$ cat src/adce_pkg.sv
// Shared types, constants and helpers for the ArtDMX channel extractor.
// No dependencies; used by the top level and its port checker.
package adce_pkg;

  localparam int unsigned POS_W = 10;

  localparam logic [POS_W-1:0] HDR_LEN       = 10'd18;
  localparam logic [POS_W-1:0] CAPTURE_LIMIT = 10'd550;
  localparam logic [POS_W-1:0] MAX_CHANNELS  = 10'd512;
  localparam logic [POS_W-1:0] ID_LEN        = 10'd8;

  localparam logic [POS_W-1:0] POS_OP_LO  = 10'd8;
  localparam logic [POS_W-1:0] POS_OP_HI  = 10'd9;
  localparam logic [POS_W-1:0] POS_SEQ    = 10'd12;
  localparam logic [POS_W-1:0] POS_UNI_LO = 10'd14;
  localparam logic [POS_W-1:0] POS_UNI_HI = 10'd15;
  localparam logic [POS_W-1:0] POS_LEN_HI = 10'd16;
  localparam logic [POS_W-1:0] POS_LEN_LO = 10'd17;

  localparam logic [15:0] OP_POLL = 16'h2000;
  localparam logic [15:0] OP_DMX  = 16'h5000;

  typedef enum logic [1:0] {
    OUT_IGNORED = 2'd0,
    OUT_POLL    = 2'd1,
    OUT_UPDATE  = 2'd2
  } outcome_t;

  typedef enum logic [2:0] {
    REG_LISTEN_ENABLE   = 3'd0,
    REG_LISTEN_UNIVERSE = 3'd1,
    REG_GATE_CHANNEL    = 3'd2,
    REG_GATE_THRESHOLD  = 3'd3,
    REG_AZ_COARSE       = 3'd4,
    REG_AZ_FINE         = 3'd5,
    REG_EL_COARSE       = 3'd6,
    REG_EL_FINE         = 3'd7
  } cfg_reg_t;

  // "Art-Net\0" identifier
  function automatic logic [7:0] art_id_byte(input logic [2:0] idx);
    logic [7:0] b;
    case (idx)
      3'd0:    b = 8'h41;
      3'd1:    b = 8'h72;
      3'd2:    b = 8'h74;
      3'd3:    b = 8'h2D;
      3'd4:    b = 8'h4E;
      3'd5:    b = 8'h65;
      3'd6:    b = 8'h74;
      default: b = 8'h00;
    endcase
    return b;
  endfunction

endpackage

$ cat src/artdmx_channel_extractor.sv
// ArtDMX channel extractor top level: byte parser, channel capture and result register.
// Depends on adce_pkg.
//
//  channel | signals                                   | beat
//  --------+-------------------------------------------+-------------------------------
//  in      | in_valid/in_ready                         | payload_byte, end_of_packet
//  out     | out_valid/out_ready                       | outcome, axis fields, seq, uni
//  cfg     | cfg_valid/cfg_ready                       | cfg_index, cfg_data
//
// One byte a cycle unless stalled. The byte is parsed into the packet registers as it
// is taken; on the end-marked byte the outcome is formed from the updated state and
// written to the result register at that same edge, so out_valid rises the next cycle.
// in_ready drops only while a result waits and out_ready is low. cfg_ready is always
// high. Synchronous reset clears the packet state, the configuration and out_valid.
module artdmx_channel_extractor
  import adce_pkg::*;
(
  input  logic        clk,
  input  logic        rst,
  input  logic        in_valid,
  output logic        in_ready,
  input  logic [7:0]  payload_byte,
  input  logic        end_of_packet,
  output logic        out_valid,
  input  logic        out_ready,
  output logic [1:0]  outcome,
  output logic        az_present,
  output logic [15:0] az_position,
  output logic        el_present,
  output logic [15:0] el_position,
  output logic [7:0]  frame_sequence,
  output logic [15:0] frame_universe,
  input  logic        cfg_valid,
  output logic        cfg_ready,
  input  logic [2:0]  cfg_index,
  input  logic [15:0] cfg_data
);

  // configuration
  logic             listen_enable;
  logic [15:0]      listen_universe;
  logic [POS_W-1:0] gate_channel;
  logic [7:0]       gate_threshold;
  logic [POS_W-1:0] az_coarse_channel;
  logic [POS_W-1:0] az_fine_channel;
  logic [POS_W-1:0] el_coarse_channel;
  logic [POS_W-1:0] el_fine_channel;

  // packet state
  logic [POS_W-1:0] byte_position, byte_position_next;
  logic             header_match, header_match_next;
  logic [15:0]      rx_opcode, rx_opcode_next;
  logic [7:0]       rx_sequence, rx_sequence_next;
  logic [15:0]      rx_universe, rx_universe_next;
  logic [15:0]      rx_length, rx_length_next;
  logic [7:0]       captured_bytes [5];
  logic [7:0]       captured_bytes_next [5];

  // result register
  outcome_t         res_outcome, res_outcome_next;
  logic             res_az_present, res_az_present_next;
  logic [15:0]      res_az_position, res_az_position_next;
  logic             res_el_present, res_el_present_next;
  logic [15:0]      res_el_position, res_el_position_next;
  logic [7:0]       res_sequence, res_sequence_next;
  logic [15:0]      res_universe, res_universe_next;

  logic             in_fire;
  logic [POS_W-1:0] ch_num;
  logic [POS_W-1:0] rx_avail;
  logic [POS_W-1:0] eff_len;
  logic             long_enough;
  logic             gate_open;
  logic             az_has, el_has;
  logic [7:0]       az_lo, el_lo;
  logic             frame_ok;

  assign in_ready  = !out_valid || out_ready;
  assign in_fire   = in_valid && in_ready;
  assign cfg_ready = 1'b1;

  always_ff @(posedge clk) begin
    if (rst) begin
      listen_enable     <= 1'b0;
      listen_universe   <= '0;
      gate_channel      <= '0;
      gate_threshold    <= '0;
      az_coarse_channel <= '0;
      az_fine_channel   <= '0;
      el_coarse_channel <= '0;
      el_fine_channel   <= '0;
    end else if (cfg_valid) begin
      unique case (cfg_reg_t'(cfg_index))
        REG_LISTEN_ENABLE:   listen_enable     <= cfg_data[0];
        REG_LISTEN_UNIVERSE: listen_universe   <= cfg_data;
        REG_GATE_CHANNEL:    gate_channel      <= cfg_data[POS_W-1:0];
        REG_GATE_THRESHOLD:  gate_threshold    <= cfg_data[7:0];
        REG_AZ_COARSE:       az_coarse_channel <= cfg_data[POS_W-1:0];
        REG_AZ_FINE:         az_fine_channel   <= cfg_data[POS_W-1:0];
        REG_EL_COARSE:       el_coarse_channel <= cfg_data[POS_W-1:0];
        REG_EL_FINE:         el_fine_channel   <= cfg_data[POS_W-1:0];
      endcase
    end
  end

  // byte parser
  assign ch_num = byte_position - (HDR_LEN - 10'd1);

  always_comb begin
    byte_position_next = byte_position;
    header_match_next  = header_match;
    rx_opcode_next     = rx_opcode;
    rx_sequence_next   = rx_sequence;
    rx_universe_next   = rx_universe;
    rx_length_next     = rx_length;
    for (int i = 0; i < 5; i++) captured_bytes_next[i] = captured_bytes[i];
    if (byte_position < CAPTURE_LIMIT) begin
      byte_position_next = byte_position + 10'd1;
      if (byte_position < ID_LEN) begin
        if (payload_byte != art_id_byte(byte_position[2:0])) header_match_next = 1'b0;
      end else begin
        unique case (byte_position)
          POS_OP_LO:  rx_opcode_next[7:0]    = payload_byte;
          POS_OP_HI:  rx_opcode_next[15:8]   = payload_byte;
          POS_SEQ:    rx_sequence_next       = payload_byte;
          POS_UNI_LO: rx_universe_next[7:0]  = payload_byte;
          POS_UNI_HI: rx_universe_next[15:8] = payload_byte;
          POS_LEN_HI: rx_length_next[15:8]   = payload_byte;
          POS_LEN_LO: rx_length_next[7:0]    = payload_byte;
          default: begin
            if (byte_position >= HDR_LEN) begin
              if (ch_num == gate_channel)      captured_bytes_next[0] = payload_byte;
              if (ch_num == az_coarse_channel) captured_bytes_next[1] = payload_byte;
              if (ch_num == az_fine_channel)   captured_bytes_next[2] = payload_byte;
              if (ch_num == el_coarse_channel) captured_bytes_next[3] = payload_byte;
              if (ch_num == el_fine_channel)   captured_bytes_next[4] = payload_byte;
            end
          end
        endcase
      end
    end
  end

  // outcome from the state after this byte
  assign long_enough = byte_position_next >= HDR_LEN;
  assign rx_avail    = long_enough ? (byte_position_next - HDR_LEN) : '0;

  always_comb begin
    eff_len = rx_avail;
    if (rx_length_next < {6'd0, rx_avail}) eff_len = rx_length_next[POS_W-1:0];
    if (eff_len > MAX_CHANNELS) eff_len = MAX_CHANNELS;
  end

  assign gate_open = (gate_channel == '0) ||
                     ((gate_channel <= eff_len) && (captured_bytes_next[0] >= gate_threshold));
  assign az_has = (az_coarse_channel != '0) && (az_coarse_channel <= eff_len);
  assign el_has = (el_coarse_channel != '0) && (el_coarse_channel <= eff_len);
  assign az_lo  = ((az_fine_channel != '0) && (az_fine_channel <= eff_len)) ?
                  captured_bytes_next[2] : 8'd0;
  assign el_lo  = ((el_fine_channel != '0) && (el_fine_channel <= eff_len)) ?
                  captured_bytes_next[4] : 8'd0;
  assign frame_ok = listen_enable && long_enough && header_match_next;

  always_comb begin
    res_outcome_next     = OUT_IGNORED;
    res_az_present_next  = 1'b0;
    res_az_position_next = '0;
    res_el_present_next  = 1'b0;
    res_el_position_next = '0;
    res_sequence_next    = '0;
    res_universe_next    = '0;
    if (frame_ok) begin
      if (rx_opcode_next == OP_POLL) begin
        res_outcome_next = OUT_POLL;
      end else if (rx_opcode_next == OP_DMX && rx_universe_next == listen_universe &&
                   gate_open && (az_has || el_has)) begin
        res_outcome_next     = OUT_UPDATE;
        res_az_present_next  = az_has;
        res_az_position_next = az_has ? {captured_bytes_next[1], az_lo} : 16'd0;
        res_el_present_next  = el_has;
        res_el_position_next = el_has ? {captured_bytes_next[3], el_lo} : 16'd0;
        res_sequence_next    = rx_sequence_next;
        res_universe_next    = rx_universe_next;
      end
    end
  end

  always_ff @(posedge clk) begin
    if (rst) begin
      byte_position <= '0;
      header_match  <= 1'b1;
      rx_opcode     <= '0;
      rx_sequence   <= '0;
      rx_universe   <= '0;
      rx_length     <= '0;
      for (int i = 0; i < 5; i++) captured_bytes[i] <= '0;
    end else if (in_fire) begin
      if (end_of_packet) begin
        byte_position <= '0;
        header_match  <= 1'b1;
        rx_opcode     <= '0;
        rx_sequence   <= '0;
        rx_universe   <= '0;
        rx_length     <= '0;
        for (int i = 0; i < 5; i++) captured_bytes[i] <= '0;
      end else begin
        byte_position <= byte_position_next;
        header_match  <= header_match_next;
        rx_opcode     <= rx_opcode_next;
        rx_sequence   <= rx_sequence_next;
        rx_universe   <= rx_universe_next;
        rx_length     <= rx_length_next;
        for (int i = 0; i < 5; i++) captured_bytes[i] <= captured_bytes_next[i];
      end
    end
  end

  always_ff @(posedge clk) begin
    if (rst) begin
      out_valid <= 1'b0;
    end else if (in_fire && end_of_packet) begin
      out_valid <= 1'b1;
    end else if (out_ready) begin
      out_valid <= 1'b0;
    end
  end

  always_ff @(posedge clk) begin
    if (in_fire && end_of_packet) begin
      res_outcome     <= res_outcome_next;
      res_az_present  <= res_az_present_next;
      res_az_position <= res_az_position_next;
      res_el_present  <= res_el_present_next;
      res_el_position <= res_el_position_next;
      res_sequence    <= res_sequence_next;
      res_universe    <= res_universe_next;
    end
  end

  assign outcome        = res_outcome;
  assign az_present     = res_az_present;
  assign az_position    = res_az_position;
  assign el_present     = res_el_present;
  assign el_position    = res_el_position;
  assign frame_sequence = res_sequence;
  assign frame_universe = res_universe;

endmodule

$ cat config.mk
export PLATFORM = sky130hd
export DESIGN_NAME = artdmx_channel_extractor
export DESIGN_NICKNAME = d
export VERILOG_FILES = /design/src/adce_pkg.sv /design/src/artdmx_channel_extractor.sv
export SDC_FILE = /design/constraint.sdc
export NUM_CORES = 1
export LEC_CHECK = 0
export ABC_AREA = 1
export BUFFER_PORTS_ARGS = -buffer_cell sky130_fd_sc_hd__buf_2
export CELL_PAD_IN_SITES_DETAIL_PLACEMENT = 1
export CELL_PAD_IN_SITES_GLOBAL_PLACEMENT = 1
export CORE_AREA = 2 2 278 143
export CTS_BUF_LIST = sky130_fd_sc_hd__clkbuf_4 sky130_fd_sc_hd__clkbuf_8
export CTS_CLUSTER_SIZE = 12
export DETAILED_ROUTE_END_ITERATION = 8
export DIE_AREA = 0 0 280 145
export PLACE_DENSITY = 0.6
export REMOVE_ABC_BUFFERS = 1
export SETUP_SLACK_MARGIN = 0.5
export SLEW_MARGIN = 10
export SYNTH_ARGS = -nofsm -noshare
export SYNTH_HDL_FRONTEND = slang
export SYNTH_SLANG_ARGS = --single-unit
$ cat constraint.sdc
create_clock -name clk -period 7.67 [get_ports clk]
set_input_delay 1.1505 -clock clk [delete_from_list [all_inputs] [get_ports clk]]
set_output_delay 1.1505 -clock clk [all_outputs]
set_load 0.01 [all_outputs]
==> summary.txt <==
Power Density - 195 nW/µm²
worst slew pin tran - 1130 ps
Clock Sinks - 243
final hold vios - 0
num rows - 51
drc violations - 0
share of cells above drive strength 1 - 15.5%
crit path setup slack, layout - 917 ps
pre-CTS setup slack - 640 ps
first-pass GRT wire length - 77500 µm
Worst slew margin - 24.2%
fmax - 0.148 GHz
worst-skew pair later-pin latency - 610 ps
startpoint types - flop
Worst-path clk slew - 70 ps
GRT Util Overall - 25.7%
period utilisation layout - 88.0%
RSZ-0062 raised after global routing - false
fraction of the yosys area taken by sequential cells - 44.3%
reg2reg setup slack - 920 ps
Hold WS - 469 ps
H-tree levels - 2
max-cap viol count - 0
CTS tree - built
min cycle time layout - 6750 ps
routed via count - 12000
Yosys reg bits - 243
CP top delay family - simple AND/OR/NAND/NOR gates
DIE WIDTH - 280 µm
Post-Syn Instances - 1620
die area - 40600 µm²
TritonCTS buffer count - 40
Area Growth Syn to Fin - 15.0%
DR WL/cell - 23.1 µm
status - completed
wirelength, routed - 52200 µm
CP max-delay cell - ha_1
yosys warns - 0
Initial Util - 34.6%
most frequent cell on the critical path - nand2_1
ys async rst share - 0%
Die H - 145 µm
gpl congestion - 0.942
Req. time, crit path - 7990 ps
Worst Path Max Fanout - 27
Netlist cell types - 55
syn_area_per_cell - 8.17 µm²
fin nets - 1833
Clock Tree Root - clkbuf_8
Largest stage delay, worst path - 450 ps
post-route ant nets - 0
vias per cell - 5.33
Crit Path Category - reg -> reg
initial DRC count - 978
drt pass-1 iters - 5
CP bufs+invs - 6
Ports - 96
vias in the first global route - 11800
placed cell count - 2186
largest net degree at the start of global routing - 90
crit path capture type - flop
Post-CTS Hold Buffers - 0
Post-synth EDFFs - 100
Non-Filler Instances - 2262
Synth Cell Area - 13200 µm²
Leak Pwr - 6.58 nW
fin. max-slew vios - 0
core area - 38200 µm²
maximum vdd drop - 0.113 mV
global route overflow - 0
worst path arrival time - 7070 ps
initial antenna violation count - 2
Main synth FF type - dfxtp_1
Max Clock Skew - 44.1 ps
worst hold path type - reg -> reg
# setup viols final - 0
Fin Setup TNS - 0 ps
PortBufs - 94
detailed placement HPWL - 39400 µm
clock tree buffer depth - 3
==> what timing repair did <==
action / 4_1_cts / 5_1_grt
endpoints found under the setup margin: 0 / 59
setup buffers: 0 / 1
resized for setup: 0 / 15
==> logic make-up (layout without fill, tap and decap cells) <==
family / count (synthesis) / in the layout / share of synthesized area [%]
AND/OR/NAND/NOR: 612 / 612 / 20.6
AO/OA/AOI/OAI: 362 / 362 / 15.3
buffers and inverters: 256 / 394 / 7.54
flip-flops: 243 / 243 / 44.3
adder cells (fa/ha/maj): 74 / 74 / 7.00
XOR/XNOR: 48 / 48 / 3.32
multiplexers: 24 / 24 / 1.82
other: 1 / 2 / 0.0283
==> state kept, by name (all words and copies together), names as in the netlist, 10 cells and up <==
name	count
listen_universe	16
az_fine_channel	10
frame_universe	16
az_position	16
el_fine_channel	10
gate_channel	10
rx_opcode	16
captured_bytes	40
el_position	16
rx_length	16
el_coarse_channel	10
az_coarse_channel	10
rx_universe	16
byte_position	10
==> final cells by class <==
type,count,area [µm²]
fillers,4630,23000
multi-input cells,1121,6440
flip-flops and latches,243,5870
inverters,195,734
repair buffers,125,707
clock buffers,59,699
well taps,503,629
clock inverters,15,140
diodes,1,2.50
==> Yosys cell counts (all sizes together), types with 13 or more instances <==
cell type / instances / area, µm²
nor2: 271 / 1070
nand2: 209 / 853
inv: 192 / 721
o21ai: 169 / 861
dfxtp: 143 / 2860
a21oi: 113 / 566
edfxtp: 100 / 3000
nand3: 75 / 408
ha: 74 / 926
clkbuf: 42 / 159
o22ai: 42 / 263
xor2: 39 / 360
mux2i: 24 / 240
nand4: 20 / 140
buf: 19 / 105
nor4: 19 / 153
nor3: 13 / 70.1
==> path summary, 6_finish.rpt <==
| check | startpoint | cells past startpoint | endpoint |
|---|---|---|---|
| hold reg to reg | gate_threshold[3] | 2 | gate_threshold[3] |
| hold / removal | gate_threshold[3] | 2 | gate_threshold[3] |
| setup reg to reg | byte_position[1] | 38 | el_position[7] |
| setup / recovery | byte_position[1] | 38 | el_position[7] |
==> power by group <==
group | internal (mW) | leakage [nW] | total [mW] | switching (mW)
registers | 1.38 | 2.18 | 1.42 | 0.0350
logic | 0.0829 | 3.94 | 0.282 | 0.200
clock network | 0.663 | 0.451 | 1.26 | 0.599
total | 2.13 | 6.58 | 2.96 | 0.833
==> per-layer routing <==
layer | track usage (%) | vias to the layer above | part of all wire, %
li1 | - | 5715 | -
met1 | 41.9 | 5918 | 53
met2 | 32.0 | 373 | 36
met3 | 8.55 | 42 | 10
met4 | 3.50 | 0 | 0.89
met5 | 0 | - | 0
==> cell usage in the layout, fill, tap and decap left out, types with 41 or more instances in the layout <==
| master | count |
|---|---|
| a21oi_1 | 111 |
| buf_2 | 94 |
| nand3_1 | 70 |
| ha_1 | 73 |
| clkbuf_8 | 41 |
| inv_1 | 176 |
| edfxtp_1 | 100 |
| o22ai_1 | 42 |
| dfxtp_1 | 141 |
| nand2_1 | 188 |
| o21ai_0 | 148 |
| nor2_1 | 258 |
==> worst reg2reg max path: cells and delay by family (launching register included) <==
kind            cells  cell delay, ps
simple gates       18            2220
compound gates     10            1550
fa+ha+maj           4            1290
buf+inv             6            1010
flops               1             430
==> per-stage QoR <==
step / utilization [%] / total power, mW / cell area (µm²)
4_1_cts: 39.7 / 2.98 / 15200
6_report: 39.8 / 2.96 / 15200
3_3_place_gp: 37.5 / 1.71 / 14300
5_1_grt: 39.8 / 3.08 / 15200
3_5_place_dp: 37.5 / 1.72 / 14300
2_1_floorplan: - / 1.58 / 13000
Power figures use the tool's default switching activity.
